`config.mk`:
```
export PLATFORM = sky130hd
export DESIGN_NAME = char_lcd_command_sequencer
export DESIGN_NICKNAME = d
export VERILOG_FILES = /design/src/rtl/lcdseq_pkg.sv /design/src/rtl/lcdseq_front.sv /design/src/rtl/lcdseq_queue.sv /design/src/rtl/lcdseq_back.sv /design/src/rtl/char_lcd_command_sequencer.sv
export SDC_FILE = /design/constraint.sdc
export NUM_CORES = 1
export LEC_CHECK = 0
export ABC_AREA = 0
export BUFFER_PORTS_ARGS = -buffer_cell sky130_fd_sc_hd__buf_2
export CAP_MARGIN = 10
export CORE_MARGIN = 2
export CORE_UTILIZATION = 30
export CTS_CLUSTER_SIZE = 8
export DETAILED_ROUTE_END_ITERATION = 10
export SYNTH_ARGS = -nofsm -noshare
export SYNTH_HDL_FRONTEND = slang
export SYNTH_SLANG_ARGS = --single-unit
```
`constraint.sdc`:
```
create_clock -name clk -period 3.2 [get_ports clk]
set_input_delay 0.16 -clock clk [delete_from_list [all_inputs] [get_ports clk]]
set_output_delay 0.16 -clock clk [all_outputs]
set_load 0.01 [all_outputs]
```
`src/rtl/lcdseq_pkg.sv`:
```
package lcdseq_pkg;

	// Host request codes
	typedef enum logic [2:0] {
		FN_INIT       = 3'd0,
		FN_CLEAR      = 3'd1,
		FN_SET_CURSOR = 3'd2,
		FN_PUT_CHAR   = 3'd3,
		FN_WRITE_NEXT = 3'd4,
		FN_CLEAR_ROW  = 3'd5
	} func_t;

	// Configuration register indexes
	typedef enum logic [1:0] {
		REG_ROW_COUNT     = 2'd0,
		REG_COLUMN_COUNT  = 2'd1,
		REG_BUS_EIGHT_BIT = 2'd2
	} cfg_reg_t;

	// Jobs handed from the front end to the back end
	typedef enum logic [2:0] {
		JOB_REJECT,
		JOB_CLEAR,
		JOB_CURSOR,
		JOB_PUT,
		JOB_NEXT,
		JOB_ROW,
		JOB_INIT4,
		JOB_INIT8
	} job_kind_t;

	localparam int QUEUE_DEPTH = 4;
	localparam int QUEUE_AW    = 2;

	localparam logic [7:0]  ADDR_ROW_EVEN = 8'h80;
	localparam logic [7:0]  ADDR_ROW_ODD  = 8'hc0;
	localparam logic [7:0]  CMD_WAKEUP    = 8'h30;
	localparam logic [7:0]  CMD_FUNC_SET  = 8'h20 | 8'h08;
	localparam logic [7:0]  CMD_DISPLAY   = 8'h08 | 8'h04;
	localparam logic [7:0]  CMD_CLEAR     = 8'h01;
	localparam logic [7:0]  CMD_ENTRY     = 8'h04 | 8'h02;
	localparam logic [7:0]  NIB_WAKEUP    = 8'h03;
	localparam logic [7:0]  NIB_FOUR_BIT  = 8'h02;
	localparam logic [7:0]  CHAR_SPACE    = 8'h20;
	localparam logic [14:0] PRE_CMD       = 15'd5;
	localparam logic [14:0] PRE_WAKE0     = 15'd20000;
	localparam logic [14:0] PRE_WAKE1     = 15'd10000;
	localparam logic [14:0] PRE_WAKE2     = 15'd1000;
	localparam logic [10:0] POST_CLEAR    = 11'd2000;

	typedef struct packed {
		logic [2:0] row_count;
		logic [5:0] column_count;
		logic       bus_eight_bit;
	} cfg_t;

	typedef struct packed {
		job_kind_t  kind;
		logic [7:0] addr;
		logic [7:0] ch;
		logic [5:0] cols;
	} job_t;

	typedef struct packed {
		logic        rejected;
		logic        reg_select;
		logic [7:0]  bus_value;
		logic        nibble_only;
		logic [14:0] pre_wait_us;
		logic [10:0] post_wait_us;
		logic        last;
	} item_t;

	// Power-up sequence, one item per step
	function automatic item_t init_item(input logic eight, input logic [2:0] idx);
		item_t it;
		it = '0;
		it.pre_wait_us = PRE_CMD;
		case (idx)
			3'd0: begin
				it.pre_wait_us = PRE_WAKE0;
			end
			3'd1: begin
				it.pre_wait_us = PRE_WAKE1;
			end
			3'd2: begin
				it.pre_wait_us = PRE_WAKE2;
			end
			3'd3: begin
				it.pre_wait_us = '0;
				it.bus_value   = NIB_FOUR_BIT;
				it.nibble_only = 1'b1;
			end
			3'd4: it.bus_value = CMD_FUNC_SET;
			3'd5: it.bus_value = CMD_DISPLAY;
			3'd6: begin
				it.bus_value    = CMD_CLEAR;
				it.post_wait_us = POST_CLEAR;
			end
			default: it.bus_value = CMD_ENTRY;
		endcase
		if (idx < 3'd3) begin
			it.bus_value   = eight ? CMD_WAKEUP : NIB_WAKEUP;
			it.nibble_only = !eight;
		end
		it.last = eight ? (idx == 3'd2) : (idx == 3'd7);
		return it;
	endfunction

endpackage

```
`src/rtl/lcdseq_front.sv`:
```
// Front end: decodes host requests into jobs and tracks the write-next column
module lcdseq_front #(
	parameter int MAX_COLUMNS = 40
) (
	input  logic                clk,
	input  logic                arst_n,
	input  lcdseq_pkg::cfg_t    cfg,
	input  logic                req_valid,
	output logic                req_ready,
	input  logic [2:0]          func,
	input  logic [1:0]          row_sel,
	input  logic [5:0]          col_sel,
	input  logic [7:0]          char_code,
	output logic                job_push,
	output lcdseq_pkg::job_t    job,
	input  logic                queue_full
);

	localparam logic [5:0] COLS_LIMIT = 6'(MAX_COLUMNS);
	localparam logic [7:0] ADDR_EVEN  = lcdseq_pkg::ADDR_ROW_EVEN;
	localparam logic [7:0] ADDR_ODD   = lcdseq_pkg::ADDR_ROW_ODD;

	logic [5:0] next_col_q;
	logic [5:0] next_col_d;
	logic [5:0] cols;
	logic       one_row;
	logic       pos_ok;
	logic       row_ok;
	logic [7:0] pos_addr_v;
	logic [7:0] row_addr_v;

	// Display address of a row and column
	function automatic logic [7:0] pos_addr(input logic [1:0] row, input logic [5:0] col,
			input logic [5:0] ncols, input logic single);
		logic [5:0] half;
		logic [7:0] a;
		half = ncols >> 1;
		case (row)
			2'd0: begin
				if (single && col >= half)
					a = ADDR_ODD + {2'b00, col} - {2'b00, half};
				else
					a = ADDR_EVEN + {2'b00, col};
			end
			2'd1: a = ADDR_ODD + {2'b00, col};
			2'd2: a = ADDR_EVEN + {2'b00, ncols} + {2'b00, col};
			default: a = ADDR_ODD + {2'b00, ncols} + {2'b00, col};
		endcase
		return a;
	endfunction

	// Columns in use and position checks
	assign cols       = (cfg.column_count > COLS_LIMIT) ? COLS_LIMIT : cfg.column_count;
	assign one_row    = (cfg.row_count == 3'd1);
	assign row_ok     = ({1'b0, row_sel} < cfg.row_count) && (cols != '0);
	assign pos_ok     = ({1'b0, row_sel} < cfg.row_count) && (col_sel < cols);
	assign pos_addr_v = pos_addr(row_sel, col_sel, cols, one_row);
	assign row_addr_v = pos_addr(row_sel, 6'd0, cols, one_row);

	assign req_ready = !queue_full;
	assign job_push  = req_valid && req_ready;

	// Request decode
	always_comb begin
		job        = '0;
		job.kind   = lcdseq_pkg::JOB_REJECT;
		job.ch     = char_code;
		job.cols   = cols;
		next_col_d = next_col_q;
		unique case (lcdseq_pkg::func_t'(func))
			lcdseq_pkg::FN_INIT: begin
				job.kind   = cfg.bus_eight_bit ? lcdseq_pkg::JOB_INIT8 : lcdseq_pkg::JOB_INIT4;
				next_col_d = '0;
			end
			lcdseq_pkg::FN_CLEAR: begin
				job.kind   = lcdseq_pkg::JOB_CLEAR;
				next_col_d = '0;
			end
			lcdseq_pkg::FN_SET_CURSOR: begin
				if (pos_ok) begin
					job.kind   = lcdseq_pkg::JOB_CURSOR;
					job.addr   = pos_addr_v;
					next_col_d = col_sel;
				end
			end
			lcdseq_pkg::FN_PUT_CHAR: begin
				if (pos_ok) begin
					job.kind   = lcdseq_pkg::JOB_PUT;
					job.addr   = pos_addr_v;
					next_col_d = col_sel + 6'd1;
				end
			end
			lcdseq_pkg::FN_WRITE_NEXT: begin
				if (next_col_q < cols) begin
					job.kind   = lcdseq_pkg::JOB_NEXT;
					next_col_d = next_col_q + 6'd1;
				end
			end
			lcdseq_pkg::FN_CLEAR_ROW: begin
				if (row_ok) begin
					job.kind   = lcdseq_pkg::JOB_ROW;
					job.addr   = row_addr_v;
					next_col_d = '0;
				end
			end
			default: begin
				job.kind = lcdseq_pkg::JOB_REJECT;
			end
		endcase
	end

	// Write-next column
	always_ff @(posedge clk or negedge arst_n) begin
		if (!arst_n) begin
			next_col_q <= '0;
		end else if (job_push) begin
			next_col_q <= next_col_d;
		end
	end

endmodule

```
`src/rtl/lcdseq_queue.sv`:
```
// Short job queue between front and back end
module lcdseq_queue (
	input  logic             clk,
	input  logic             arst_n,
	input  logic             push,
	input  lcdseq_pkg::job_t din,
	output logic             full,
	input  logic             pop,
	output lcdseq_pkg::job_t dout,
	output logic             valid
);

	lcdseq_pkg::job_t                  mem_q [lcdseq_pkg::QUEUE_DEPTH];
	logic [lcdseq_pkg::QUEUE_AW-1:0]   wr_ptr_q;
	logic [lcdseq_pkg::QUEUE_AW-1:0]   rd_ptr_q;
	logic [lcdseq_pkg::QUEUE_AW:0]     count_q;
	logic                              do_push;
	logic                              do_pop;

	assign full    = (count_q == (lcdseq_pkg::QUEUE_AW + 1)'(lcdseq_pkg::QUEUE_DEPTH));
	assign valid   = (count_q != '0);
	assign dout    = mem_q[rd_ptr_q];
	assign do_push = push && !full;
	assign do_pop  = pop && valid;

	// Entry storage
	always_ff @(posedge clk) begin
		if (do_push) begin
			mem_q[wr_ptr_q] <= din;
		end
	end

	// Pointers and fill count
	always_ff @(posedge clk or negedge arst_n) begin
		if (!arst_n) begin
			wr_ptr_q <= '0;
			rd_ptr_q <= '0;
			count_q  <= '0;
		end else begin
			if (do_push)
				wr_ptr_q <= wr_ptr_q + 1'b1;
			if (do_pop)
				rd_ptr_q <= rd_ptr_q + 1'b1;
			if (do_push && !do_pop)
				count_q <= count_q + 1'b1;
			else if (!do_push && do_pop)
				count_q <= count_q - 1'b1;
		end
	end

endmodule

```
`src/rtl/lcdseq_back.sv`:
```
// Back end: expands each job into its run of bus transfer items
module lcdseq_back (
	input  logic              clk,
	input  logic              arst_n,
	input  logic              job_valid,
	input  lcdseq_pkg::job_t  job,
	output logic              job_pop,
	output logic              out_valid,
	input  logic              out_ready,
	output lcdseq_pkg::item_t out_item
);

	lcdseq_pkg::job_t  cur_q;
	logic              cur_v_q;
	logic [5:0]        step_q;
	lcdseq_pkg::item_t item;
	lcdseq_pkg::item_t out_q;
	logic              out_v_q;
	logic              adv;
	logic [5:0]        row_end;

	assign row_end  = cur_q.cols + 6'd1;
	assign adv      = cur_v_q && (!out_v_q || out_ready);
	assign job_pop  = job_valid && (!cur_v_q || (adv && item.last));
	assign out_valid = out_v_q;
	assign out_item  = out_q;

	// Item for the current step
	always_comb begin
		item             = '0;
		item.pre_wait_us = lcdseq_pkg::PRE_CMD;
		unique case (cur_q.kind)
			lcdseq_pkg::JOB_REJECT: begin
				item.rejected    = 1'b1;
				item.pre_wait_us = '0;
				item.last        = 1'b1;
			end
			lcdseq_pkg::JOB_CLEAR: begin
				item.bus_value    = lcdseq_pkg::CMD_CLEAR;
				item.post_wait_us = lcdseq_pkg::POST_CLEAR;
				item.last         = 1'b1;
			end
			lcdseq_pkg::JOB_CURSOR: begin
				item.bus_value = cur_q.addr;
				item.last      = 1'b1;
			end
			lcdseq_pkg::JOB_PUT: begin
				if (step_q == '0) begin
					item.bus_value = cur_q.addr;
				end else begin
					item.reg_select = 1'b1;
					item.bus_value  = cur_q.ch;
					item.last       = 1'b1;
				end
			end
			lcdseq_pkg::JOB_NEXT: begin
				item.reg_select = 1'b1;
				item.bus_value  = cur_q.ch;
				item.last       = 1'b1;
			end
			lcdseq_pkg::JOB_ROW: begin
				if (step_q == '0 || step_q == row_end) begin
					item.bus_value = cur_q.addr;
				end else begin
					item.reg_select = 1'b1;
					item.bus_value  = lcdseq_pkg::CHAR_SPACE;
				end
				item.last = (step_q == row_end);
			end
			lcdseq_pkg::JOB_INIT4: item = lcdseq_pkg::init_item(1'b0, step_q[2:0]);
			default:               item = lcdseq_pkg::init_item(1'b1, step_q[2:0]);
		endcase
	end

	// Current job and step counter
	always_ff @(posedge clk or negedge arst_n) begin
		if (!arst_n) begin
			cur_v_q <= 1'b0;
			step_q  <= '0;
		end else if (job_pop) begin
			cur_v_q <= 1'b1;
			step_q  <= '0;
		end else if (adv && item.last) begin
			cur_v_q <= 1'b0;
		end else if (adv) begin
			step_q <= step_q + 6'd1;
		end
	end

	always_ff @(posedge clk) begin
		if (job_pop) begin
			cur_q <= job;
		end
	end

	// Output register
	always_ff @(posedge clk or negedge arst_n) begin
		if (!arst_n) begin
			out_v_q <= 1'b0;
		end else if (adv) begin
			out_v_q <= 1'b1;
		end else if (out_ready) begin
			out_v_q <= 1'b0;
		end
	end

	always_ff @(posedge clk) begin
		if (adv) begin
			out_q <= item;
		end
	end

endmodule

```
`src/rtl/char_lcd_command_sequencer.sv`:
```
// Character LCD command sequencer. The front end takes one host request per
// cycle while its four-entry job queue has room; the back end then emits one
// bus transfer item per cycle whenever the output register is free or being
// taken. Each request expands into a run of items: one for clear, set cursor,
// write next and a refusal, two for put char, three or eight for init (8-bit
// or 4-bit bus) and the column count plus two for clear row. The back end's
// single item-per-cycle output sets the sustained rate.
module char_lcd_command_sequencer #(
	parameter int MAX_COLUMNS = 40
) (
	input  logic        clk,
	input  logic        arst_n,
	input  logic        cfg_we,
	input  logic [1:0]  cfg_index,
	input  logic [5:0]  cfg_wdata,
	input  logic        s_tvalid,
	output logic        s_tready,
	input  logic [15:0] s_tdata,  // row_sel[1:0], col_sel[7:2], char_code[15:8]
	input  logic [2:0]  s_tuser,  // func[2:0]
	output logic        m_tvalid,
	input  logic        m_tready,
	output logic [39:0] m_tdata,  // bus_value[7:0], pre_wait_us[22:8], post_wait_us[33:23]
	output logic [2:0]  m_tuser,  // rejected[0], reg_select[1], nibble_only[2]
	output logic        m_tlast
);

	lcdseq_pkg::cfg_t  cfg_q;
	lcdseq_pkg::job_t  push_job;
	lcdseq_pkg::job_t  head_job;
	lcdseq_pkg::item_t out_item;
	logic              job_push;
	logic              job_pop;
	logic              queue_full;
	logic              queue_valid;

	// Configuration registers
	always_ff @(posedge clk or negedge arst_n) begin
		if (!arst_n) begin
			cfg_q.row_count     <= 3'd2;
			cfg_q.column_count  <= 6'd16;
			cfg_q.bus_eight_bit <= 1'b0;
		end else if (cfg_we) begin
			unique case (lcdseq_pkg::cfg_reg_t'(cfg_index))
				lcdseq_pkg::REG_ROW_COUNT:     cfg_q.row_count     <= cfg_wdata[2:0];
				lcdseq_pkg::REG_COLUMN_COUNT:  cfg_q.column_count  <= cfg_wdata;
				lcdseq_pkg::REG_BUS_EIGHT_BIT: cfg_q.bus_eight_bit <= cfg_wdata[0];
				default: ;
			endcase
		end
	end

	lcdseq_front #(
		.MAX_COLUMNS (MAX_COLUMNS)
	) u_front (
		.clk        (clk),
		.arst_n     (arst_n),
		.cfg        (cfg_q),
		.req_valid  (s_tvalid),
		.req_ready  (s_tready),
		.func       (s_tuser),
		.row_sel    (s_tdata[1:0]),
		.col_sel    (s_tdata[7:2]),
		.char_code  (s_tdata[15:8]),
		.job_push   (job_push),
		.job        (push_job),
		.queue_full (queue_full)
	);

	lcdseq_queue u_queue (
		.clk    (clk),
		.arst_n (arst_n),
		.push   (job_push),
		.din    (push_job),
		.full   (queue_full),
		.pop    (job_pop),
		.dout   (head_job),
		.valid  (queue_valid)
	);

	lcdseq_back u_back (
		.clk       (clk),
		.arst_n    (arst_n),
		.job_valid (queue_valid),
		.job       (head_job),
		.job_pop   (job_pop),
		.out_valid (m_tvalid),
		.out_ready (m_tready),
		.out_item  (out_item)
	);

	// Output packing
	assign m_tdata = {6'b000000, out_item.post_wait_us, out_item.pre_wait_us,
			out_item.bus_value};
	assign m_tuser = {out_item.nibble_only, out_item.reg_select, out_item.rejected};
	assign m_tlast = out_item.last;

endmodule

```
## After elaboration in Yosys (flattened, before gate mapping)

Memory sizes are Yosys's and may differ from the RTL's. A register that Yosys moved wholly into a read port is not among the register bits.
Cells that the tools add are included.

- Flip-flop bits (word level): 69
- Bits in writable memories: 100
- Input bits: 32
- Output and inout port bits: 46
- Word-level logic and storage cells: 160
- Memories: 1

- Add/subtract/negate cells: 16
- Magnitude comparators: 7
- Equality and inequality tests: 30
- Muxes and demuxes: 45
- Reductions and logical operators: 44

Memories:

| name | words | bits a word | rd ports | clocked after memory_dff | write ports | line | text |
|---|---|---|---|---|---|---|---|
| u_queue.mem_q | 4 | 25 | 1 | 1 | 1 | lcdseq_queue.sv:13 | `lcdseq_pkg::job_t mem_q [lcdseq_pkg::QUEUE_DEPTH];` |

Operators with widths:

| operator | count |
|---|---|
| one-hot mux 8 bit (3 select lines) | 3 |
| one-hot mux 15 bit (4 select lines) | 1 |
| one-hot mux 6 bit (5 select lines) | 2 |
| one-hot mux 8 bit (7 select lines) | 1 |
| two-way mux 6 bit | 8 |
| two-way mux 8 bit | 4 |
| equality test 3 bit (second input constant) | 10 |
| one-hot mux 15 bit (2 select lines) | 1 |
| adder 6 x 1 -> 6 bit (second input constant) | 4 |
| two-way mux 11 bit | 2 |
| one-hot mux 11 bit (2 select lines) | 1 |
| two-way mux 10 bit | 2 |
| equality test 3 x 2 -> 1 bit (second input constant) | 6 |
| two-way mux 9 bit | 2 |
| one-hot mux 3 bit (6 select lines) | 1 |
| adder 7 x 7 -> 8 bit (first input constant) | 2 |
| adder 8 x 6 -> 8 bit | 2 |
| adder 8 x 6 -> 8 bit (first input constant) | 2 |
| equality test 3 x 1 -> 1 bit (second input constant) | 4 |
| logical AND 1 bit | 12 |
| < comparator 6 bit | 2 |
| two-way mux 1 bit | 11 |
| OR reduction 5 bit | 2 |
| zero test 3 bit | 3 |
| other kinds (33) | 54 |

## Depth between registers and ports, before layout

Gate-level depths: netlist (run 1).

- Word-level depth: 10
- Gate-level depth with buffers: 13
- Mapped depth without buffers: 13

## Hierarchy

From an unflattened synthesis (run 1), not the netlist that was laid out.

- Cells, all modules: 676
- Area, all modules: 9216.3 µm²

By module, submodules not included:

| module | instances | cells each | area an instance (µm²) | seq. area each (µm²) |
|---|---|---|---|---|
| lcdseq_queue | 1 | 166 | 4080.2 | 3178.0 |
| lcdseq_back | 1 | 219 | 2681.3 | 1581.5 |
| lcdseq_front | 1 | 261 | 1994.4 | 150.1 |
| char_lcd_command_sequencer | 1 | 30 | 460.4 | 252.7 |

## Worst setup path before layout (run 1)

No wires, ideal clock.

- Path type: register to register
- Start: register cfg_q[6] (netlist bit)
- End: memory u_queue.mem_q[0][16] (netlist bit), data pin
- Setup time: 0.283 ns
- Arrival: 2.974 ns
- Required time: 2.917 ns
- Slack: -0.057 ns
- Stages on the path, launching flop included: 14
- Buffers on the path: 1
- Clock period less this slack: 3.257 ns
- Cells stage by stage: dfrtp_1 > clkbuf_1 > o21ai_0 > nand2_1 > inv_1 > ha_1 > inv_1 > fa_1 > a211oi_1 > o21ai_0 > o21bai_1 > mux2_2 > a221oi_1 > o22ai_1

RTL lines:

| item | line | text |
|---|---|---|
| from (decl) | char_lcd_command_sequencer.sv:27 | `lcdseq_pkg::cfg_t cfg_q;` |
| to (decl) | lcdseq_queue.sv:13 |  |

==> results of run 1 <==
-- cells in the mapped netlist, types with 7 or more instances --
cell      number
o22ai_1        7
buf_4         23
and3_1         9
mux2_2        17
inv_1         24
xor2_1         9
buf_2          7
nor2b_1       10
a21oi_1       23
clkbuf_1      17
ha_1          38
nor2_1        38
o21ai_0       29
xnor2_1       17
edfxtp_1     146
dfrtp_1       29
mux4_2        25
mux2i_1        7
nand2_1       45
nand3_1       10
a22oi_1        7
nor3_1         9
-- where the power goes --
part	leakage [µW]	total, µW	switching [µW]	internal, µW
clock network	0.000312	2220	951	1270
logic	0.00197	3030	1710	1330
registers	0.00176	3730	320	3410
total	0.00404	8980	2980	6010
-- final cells by class --
type | count | area [µm²] | area share
Sequential cell | 177 | 5160 | 0.489
Multi-Input combinational cell | 430 | 3480 | 0.330
Timing Repair Buffer | 110 | 703 | 0.0665
Tap cell | 390 | 488 | 0.0462
Clock inverter | 14 | 209 | 0.0198
Clock buffer | 18 | 429 | 0.0406
Inverter | 25 | 93.8 | 0.00888
-- layer usage --
metal	up-vias	GRT usage	routed length [µm]	part of all wire
li1	2694	-	-	-
met1	2784	0.164	8600	0.46
met2	151	0.203	8860	0.48
met3	22	0.0286	843	0.045
met4	0	0.0368	301	0.016
met5	-	0	0	0
-- registers in the layout, indices dropped and copies added (netlist names) --
register,count
u_queue.mem_q,100
u_back.step_q,6
u_back.cur_v_q,1
u_front.next_col_q,6
u_queue.count_q,3
u_back.out_item,21
u_queue.rd_ptr_q,2
u_queue.wr_ptr_q,2
u_back.cur_q,25
cfg_q,10
u_back.out_valid,1
-- how the worst max path moves through the flow --
| stage | endpoint | slack [ns] | depth (start not counted) |
|---|---|---|---|
| after floorplan | u_queue.mem_q[0][16]$_DFFE_PP_ | 0.01 | 13 |
| after global placement | u_queue.mem_q[1][16]$_DFFE_PP_ | 0.07 | 12 |
| after detailed placement | u_queue.mem_q[2][16]$_DFFE_PP_ | -0.02 | 12 |
| after CTS | u_queue.mem_q[0][14]$_DFFE_PP_ | 0.07 | 13 |
| after global routing | u_queue.mem_q[3][21]$_DFFE_PP_ | 0.0006 | 11 |
| final | u_queue.mem_q[3][20]$_DFFE_PP_ | 0.21 | 11 |
-- metrics by stage --
stage / total power (µW) / utilization
2_1_floorplan: 5910 / -
3_3_place_gp: 6760 / 0.330
3_5_place_dp: 6800 / 0.330
4_1_cts: 9060 / 0.357
5_1_grt: 9550 / 0.358
6_report: 8980 / 0.358
-- worst max-delay path, stage by stage (launching register included) --
cell	delay, ns
dfstp_2	0.53
o21ai_1	0.08
buf_4	0.15
and2_1	0.19
ha_1	0.22
fa_1	0.41
nor2b_1	0.15
o21ai_0	0.23
a21oi_1	0.12
o31ai_2	0.23
a211oi_1	0.10
a221o_1	0.31
-- cells by family (layout without fill, tap and decap cells) --
group / after synthesis / count (layout)
buf+inv: 74 / 167
fa+ha+maj: 41 / 41
flops: 177 / 177
xor+xnor: 26 / 26
other cells: 1 / 13
compound gates: 131 / 131
simple gates: 170 / 170
mux: 49 / 49
-- repair_timing --
item                                    in CTS  in global routing
hold endpoints to repair                    71                  0
cloned                                       0                  0
buffers inserted                             0                  0
endpoints found under the setup margin       4                 32
pin swaps                                    1                  2
hold buffers                                15                  0
gates resized for setup                      2                  7
==> flow_summary.yaml, run 1 <==
worst_setup_path:
  critPathRequiredTime_ns: 3.35
  worstPathArrival_ns: 3.15
  cp-start-kind: "flop"
  critPathLaunch: "cfg_q[5]$_DFFE_PN1P_"
  rr_worst_depth: 11
  worstReg2RegStart: "cfg_q[5]$_DFFE_PN1P_"
  path_class: "flop to flop"
  ff2ff_setup_slack_ns: 0.21
  r2r-end: "u_queue.mem_q[3][20]$_DFFE_PP_"
  worst_setup_path_end_kind: "flop"
  cp_max_fo: 4
synth:
  netlist_area_um2: 8930
  ys.flop_type: "edfxtp_1"
  synth_compound_area_frac: 0.103
  synth-xor-area-share: 0.0255
  syn_inst: 669
  syn_area_per_cell_um2: 13.4
  yosysUniqueCellTypes: 81
  synth_top_family_by_area: "compound AO/OA/AOI/OAI gates"
  synth.area.top_cells: "edfxtp_1 49%, dfrtp_1 8.1%, mux4_2 6.3%"
  synth_async_sr_flop_share: 0.175
  synth-edff-count: 146
  synth_seq_cells: 177
  synth-simple-area-share: 0.0990
  yosysTopAreaCellShare: 0.491
  synth_mux_area_frac: 0.0923
  yosys.area_share.adder: 0.0599
  synth_area_leader_cell: "edfxtp_1"
  yosysSeqAreaShare: 0.578
  ys_warn_count: 0
job:
  maxCapViolCount: 0
placement:
  gp_congestion: 0.861
  placed_area_um2: 9740
  dp_hpwl_um: 12900
  place_inst: 1117
  dp_worst_setup_slack_ns: -0.0229
  portBuffers: 64
hold_path:
  hold_start: "cfg_index[0]"
  whs_path_depth: 4
  holdCritPathClass: "input port to flop"
  hold_end: "cfg_q[8]$_DFFE_PN1P_"
layout:
  finalNetCount: 834
  final_cells: 1164
  final_common_cell: "edfxtp_1"
  fillCellCount: 2846
  layout_common_cells: "146 x edfxtp_1, 64 x buf_2, 45 x nand2_1"
  syn_to_final_growth_pct: 18.3
  drive_gt1_frac: 0.253
  finalInstanceArea_um2: 10600
  antennaDiodeCount: 0
floorplan:
  fp.dieW_um: 177
  io-pin-count: 78
  dieArea_um2: 31200
  core_area_um2: 29500
  floorplan.initialDensity: 0.303
  rows: 63
  die-height_um: 177
cts:
  cts_tree: "yes"
  h-tree-depth: 4
  clk_pin_slew_ns: 0.07
  cts_buffers: 17
  cts_root_buf: "clkbuf_16"
  cts_buffer_depth: 2
  clock_latency_ns: 0.44
  clock_sink_count: 177
timing:
  slew_violations: 0
  slew_headroom: 0.491
  setup_viol: 0
  finalCritPeriodShare: 0.936
  clock_skew_ns: 0.0206
  hold_viol: 0
  rsz0062_at_grt: "no"
  whs_ns: 0.0385
  fmax_mhz: 334
  layout_min_cycle_time_ns: 2.99
  timing.final.ws_setup_ns: 0.206
  tightest_slew_ns: 0.764
  finalSetupTns_ns: 0
grt:
  grt_pass1_vias: 5662
  grt_usage: 0.124
  grt_max_degree: 33
  antenna_found_initial: 0
  grt_pass1_wl_um: 30200
  grt_overflow_total: 0
detailed_routing:
  detailroute.via_count: 5651
  via_per_inst: 4.85
  drt_first_iter_violations: 443
  detail-route-antenna-nets: 0
  routedWlPerCell_um: 16.0
  first_pass_iters: 5
  wirelength_um: 18600
  drc: 0
power:
  ir_drop_uv: 366
  power_leakage_uw: 0.00404
  powerDensity_nw_per_um2: 850
run_status:
  status: "completed"
No activity file was read; power rests on OpenSTA's default activity.
==> run 2: changes to the inputs <==
BUFFER_PORTS_ARGS = -buffer_cell sky130_fd_sc_hd__buf_4   (was -buffer_cell sky130_fd_sc_hd__buf_2)
CORE_UTILIZATION = 50   (was 30)
CTS_CLUSTER_DIAMETER = 150   (was unset)
PLACE_DENSITY = 0.71   (was unset)
==> run 2 against run 1 <==
Net effect: power is 2.3% lower; cell count decreased by 15%; die area down 39%; sequential cell count unchanged; first-iteration DRC count rose by 0.23%; setup slack worse by 0.12 ns; utilization is 24 points higher; combinational power is 2% higher; count of clock-buffer cells in the layout is the same; worst hold slack better by 0.031 ns; critical path type unchanged.
==> flow_summary.yaml, run 2 (synthesis gave the netlist of run 1 again) <==
detailed_routing:
  detailroute.via_count: 5748
  wl_met1_um: 7760
  wirelength_um: 18500
  drt_first_iter_violations: 444
  dr.max_layer_used: "met4"
  drc: 0
  routedWlPerCell_um: 18.6
  met3_length_um: 900
  via_per_inst: 5.79
  detail-route-antenna-nets: 0
  first_pass_iters: 5
  met2WireLength_um: 9390
worst_setup_path:
  ff2ff_setup_slack_ns: 0.09
  critPathRequiredTime_ns: 3.34
  worstPathArrival_ns: 3.25
  cp_max_fo: 6
  cp-start-kind: "flop"
  worst_setup_path_end_kind: "flop"
  path_class: "flop to flop"
cts:
  h-tree-depth: 4
  clock_sink_count: 177
  post_cts_buffers: 0
  clock_latency_ns: 0.43
  cts_buffer_depth: 2
  clk_pin_slew_ns: 0.06
  cts_root_buf: "clkbuf_16"
  cts_buffers: 17
  cts_tree: "yes"
power:
  ir_drop_uv: 650
  powerDensity_nw_per_um2: 845
  total_power_uw: 8780
  power_leakage_uw: 0.00402
placement:
  gp_congestion: 0.903
  portBuffers: 64
  dp_hpwl_um: 12900
layout:
  final_common_cell: "edfxtp_1"
  finalNetCount: 829
  fin_util: 0.598
  largest_register: "u_queue.mem_q"
  drive_gt1_frac: 0.242
  syn_to_final_growth_pct: 16.2
  antennaDiodeCount: 0
  layout_common_cells: "146 x edfxtp_1, 90 x buf_4, 44 x nand2_1"
  largest_register_ffs: 100
grt:
  grt_max_degree: 33
  grt_pass1_vias: 5813
  grt_overflow_total: 0
  grt_usage: 0.207
  grt_pass1_wl_um: 29800
  antenna_found_initial: 0
run_status:
  status: "completed"
floorplan:
  core_area_um2: 17400
  floorplan.initialDensity: 0.515
  dieArea_um2: 19000
  rows: 48
  die-height_um: 138
  fp.dieW_um: 138
  io-pin-count: 78
job:
  maxCapViolCount: 0
timing:
  hold_viol: 0
  rsz0062_at_grt: "yes"
  clock_skew_ns: 0.00823
  tightest_slew_ns: 0.566
  setup_viol: 0
  slew_violations: 0
  finalCritPeriodShare: 0.972
  layout_min_cycle_time_ns: 3.11
  slew_headroom: 0.620
  fmax_mhz: 321
hold_path:
  holdCritPathClass: "input port to flop"
[run 2: cell count changes in the layout (fill, tap and decap cells not counted), sizes merged]
| cell | change |
|---|---|
| buf | -5 |
| inv | -4 |
| bufinv | -2 |
| clkinvlp | +1 |
| clkinv | +4 |
[run 2: critical path, stage by stage (launching register included)]
cell,delay (ns)
dfstp_2,0.40
o21ai_1,0.18
nand2_1,0.11
inv_2,0.08
ha_1,0.15
inv_1,0.05
fa_1,0.38
a211oi_1,0.23
o21ai_1,0.14
o21bai_1,0.25
mux2_2,0.37
a221oi_1,0.30
o22ai_1,0.19
[run 2: worst paths after layout]
| path | start | to | cells after the start |
|---|---|---|---|
| max in group asynchronous | arst_n | cfg_q[8]$_DFFE_PN1P_ | 2 |
| hold reg to reg | u_queue.count_q[2]$_DFFE_PN0P_ | u_queue.count_q[2]$_DFFE_PN0P_ | 1 |
| setup reg to reg | cfg_q[5]$_DFFE_PN1P_ | u_queue.mem_q[0][16]$_DFFE_PP_ | 12 |
| setup / recovery | cfg_q[5]$_DFFE_PN1P_ | u_queue.mem_q[0][16]$_DFFE_PP_ | 12 |
| hold / removal | cfg_index[0] | cfg_q[8]$_DFFE_PN1P_ | 4 |
| min in group asynchronous | arst_n | u_back.out_valid$_DFFE_PN0P_ | 2 |
[run 2: final cells by class]
| cell class | instances | area, µm² |
|---|---|---|
| tap | 225 | 282 |
| clock inverter | 13 | 111 |
| multi-input combinational | 430 | 3480 |
| clock buffer | 18 | 429 |
| sequential | 177 | 5160 |
| inverter | 25 | 93.8 |
| fill | 1338 | 6970 |
| timing repair buffer | 105 | 826 |
[run 2: what timing repair did]
action / 4_1_cts / 5_1_grt
pin swaps: 1 / 1
endpoints found under the setup margin: 8 / 37
hold buffers: 15 / 0
hold endpoints to repair: 71 / 0
resized for setup: 1 / 11
[run 2: report_power, final]
part	leakage (µW)	internal (µW)	switching [µW]	total, µW
Combinational	0.00200	1410	1690	3100
Sequential	0.00176	3410	362	3770
Clock	0.000264	1070	838	1900
Total	0.00402	5890	2890	8780
[run 2: metal layers]
layer  global-route usage  up-vias
met5                    0        -
met4               0.0762        0
met3               0.0394       39
met2                0.358      187
met1                0.260     2843
li1                     -     2679
[run 2: through the flow]
step | setup WS, ns | hold slack, ns | instance area [µm²] | std cells | TNS [ns]
6_report | 0.0893 | 0.0696 | 10400 | 993 | 0
3_3_place_gp | 0.0956 | 0.127 | 9650 | 947 | 0
3_5_place_dp | 0.00203 | 0.129 | 9650 | 947 | 0
2_1_floorplan | 0.0125 | -0.136 | 8980 | 681 | 0
5_1_grt | -0.112 | 0.119 | 10400 | 993 | -0.447
4_1_cts | 0.0108 | 0.0589 | 10300 | 993 | 0
==> run 3: changes to the inputs <==
--- a/config.mk
+++ b/config.mk
@@ -16,2 +16,4 @@
 export PLACE_DENSITY = 0.71
+export REMOVE_ABC_BUFFERS = 1
+export SETUP_SLACK_MARGIN = 0.15
 export SYNTH_ARGS = -nofsm -noshare
--- a/constraint.sdc
+++ b/constraint.sdc
@@ -3,2 +3,2 @@
 set_output_delay 0.16 -clock clk [all_outputs]
-set_load 0.01 [all_outputs]
+set_load 0.1 [all_outputs]
==> run 3 against run 2 <==
Net effect: cell area is 0.96% higher; clock skew rose by 0.0020 ns; register-to-register slack gained 0.13 ns; die area unchanged; sequential share of layout area shrank 0.46 points; via count up 1.3%; sequential cell count unchanged; wire length is 0.78% higher; cell count grew 0.10%; global-route usage is 0.27 points higher; highest routed layer unchanged.
==> flow_summary.yaml, run 3 (synthesis gave the netlist of run 1 again) <==
power:
  powerDensity_nw_per_um2: 966
  switchingPower_uw: 4170
  p_int_uw: 5960
  switching_share: 0.412
  total_power_uw: 10100
  ir_drop_uv: 856
  p_comb_frac: 0.427
  p_clk_frac: 0.202
  p_seq_frac: 0.371
  power_leakage_uw: 0.00406
worst_setup_path:
  cp_max_fo: 6
  worstPathArrival_ns: 3.29
  worstReg2RegStart: "cfg_q[5]$_DFFE_PN1P_"
  cp-start-kind: "flop"
  critPathRequiredTime_ns: 3.52
  cp_common_cell: "buf_4"
  rr_worst_depth: 12
  r2r-end: "u_front.next_col_q[5]$_DFFE_PN0P_"
  path_cells: "o21ai_2 -> buf_4 -> and2_1 -> buf_4 -> ha_1 -> nand2b_1 -> a211oi_1 -> o31a_1 -> nor4_1 -> buf_4 -> o211ai_2 -> mux2_2"
  cp_slowest_cell: "dfstp_2"
  endpoint: "u_front.next_col_q[5]$_DFFE_PN0P_"
  ff2ff_setup_slack_ns: 0.22
  cp_slowest_stage_delay_ns: 0.54
  critPathLaunch: "cfg_q[5]$_DFFE_PN1P_"
  path_class: "flop to flop"
  worst_setup_path_end_kind: "flop"
placement:
  portBuffers: 64
  gp_congestion: 0.925
  dp_hpwl_um: 13200
floorplan:
  dieArea_um2: 19000
  io-pin-count: 78
  rows: 48
  core_area_um2: 17400
  fp.dieW_um: 138
  floorplan.initialDensity: 0.515
  die-height_um: 138
detailed_routing:
  first_pass_iters: 5
  drt_first_iter_violations: 546
  via_per_inst: 5.86
  detailroute.via_count: 5820
  routedWlPerCell_um: 18.8
  detail-route-antenna-nets: 0
  wirelength_um: 18600
  drc: 0
hold_path:
  holdCritPathClass: "input port to flop"
cts:
  clk_pin_slew_ns: 0.07
  cts_buffer_depth: 2
  h-tree-depth: 4
  cts_root_buf: "clkbuf_16"
  clock_sink_count: 177
  cts_tree: "yes"
  clock_latency_ns: 0.43
  cts_buffers: 17
grt:
  grt_overflow_total: 0
  antenna_found_initial: 0
  grt_usage: 0.210
  grt_pass1_wl_um: 29800
  grt_pass1_vias: 5898
  grt_max_degree: 33
timing:
  setup_viol: 0
  clock_skew_ns: 0.0103
  slew_violations: 0
  finalCritPeriodShare: 0.931
  hold_viol: 0
  slew_headroom: 0.592
  tightest_slew_ns: 0.608
  layout_min_cycle_time_ns: 2.98
  fmax_mhz: 336
  rsz0062_at_grt: "yes"
run_status:
  status: "completed"
layout:
  fin_util: 0.604
  syn_to_final_growth_pct: 17.4
  drive_gt1_frac: 0.263
  layout_common_cells: "146 x edfxtp_1, 90 x buf_4, 42 x nand2_1"
  finalNetCount: 829
  largest_register_ffs: 100
  final_common_cell: "edfxtp_1"
  largest_register: "u_queue.mem_q"
  antennaDiodeCount: 0
job:
  maxCapViolCount: 0
## run 3: timing repair
action | in CTS | in global routing
endpoints found under the setup margin | 20 | 38
gates resized for setup | 6 | 18
buffers inserted | 1 | 1
hold endpoints to repair | 73 | 0
hold buffers | 15 | 0
pin swaps | 1 | 3
## run 3: per-layer routing
metal / vias up / wire length [µm] / track usage
met5: - / 0 / 0
met4: 0 / 569 / 0.0974
met3: 43 / 872 / 0.0350
met2: 214 / 9550 / 0.362
met1: 2872 / 7640 / 0.258
li1: 2691 / - / -
## run 3: area by class of cell
type	count	area, µm²
inverters	25	93.8
clock buffers	17	425
flip-flops and latches	177	5160
repair buffers	105	826
well taps	225	282
multi-input cells	430	3530
fillers	1303	6870
clock inverters	15	165
## run 3: critical path: cells and delay by family, from the launching register on
kind                     cells  cell delay, ns
flip-flops                   1            0.54
adder cells (fa/ha/maj)      1            0.17
multiplexers                 1            0.39
AND/OR/NAND/NOR              3            0.41
AO/OA/AOI/OAI                4            0.88
buffers and inverters        3            0.46
## run 3: worst min path at each step
stage	from	endpoint	slack, ns	cells past startpoint
floorplan	arst_n	cfg_q[0]$_DFFE_PN0P_	-0.14	0
global placement	arst_n	u_front.next_col_q[1]$_DFFE_PN0P_	0.12	1
detailed placement	arst_n	u_front.next_col_q[2]$_DFFE_PN0P_	0.13	1
CTS	cfg_index[0]	cfg_q[8]$_DFFE_PN1P_	0.06	4
global route	cfg_we	cfg_q[0]$_DFFE_PN0P_	0.11	3
finish	cfg_index[0]	cfg_q[8]$_DFFE_PN1P_	0.06	4
## run 3: power groups by stage
| stage | Combinational [µW] | Sequential (µW) | Clock (µW) |
|---|---|---|---|
| after CTS | 4300 | 3750 | 2090 |
| after detailed placement | 4250 | 3790 | 0 |
| after global routing | 4640 | 3820 | 2190 |
| after floorplan | 1960 | 4970 | 0 |
| after global placement | 4140 | 3750 | 0 |
| final | 4320 | 3750 | 2050 |
## run 3: per-stage QoR
| step | cells | cell area (µm²) | hold slack (ns) | setup slack [ns] | setup TNS, ns |
|---|---|---|---|---|---|
| after detailed placement | 945 | 9640 | 0.129 | -0.0279 | -0.112 |
| final | 994 | 10500 | 0.0640 | 0.222 | 0 |
| after CTS | 993 | 10400 | 0.0640 | 0.166 | 0 |
| after global placement | 945 | 9640 | 0.123 | 0.120 | 0 |
| after floorplan | 632 | 8690 | -0.136 | -0.892 | -5.52 |
| after global routing | 994 | 10500 | 0.113 | 0.0598 | 0 |
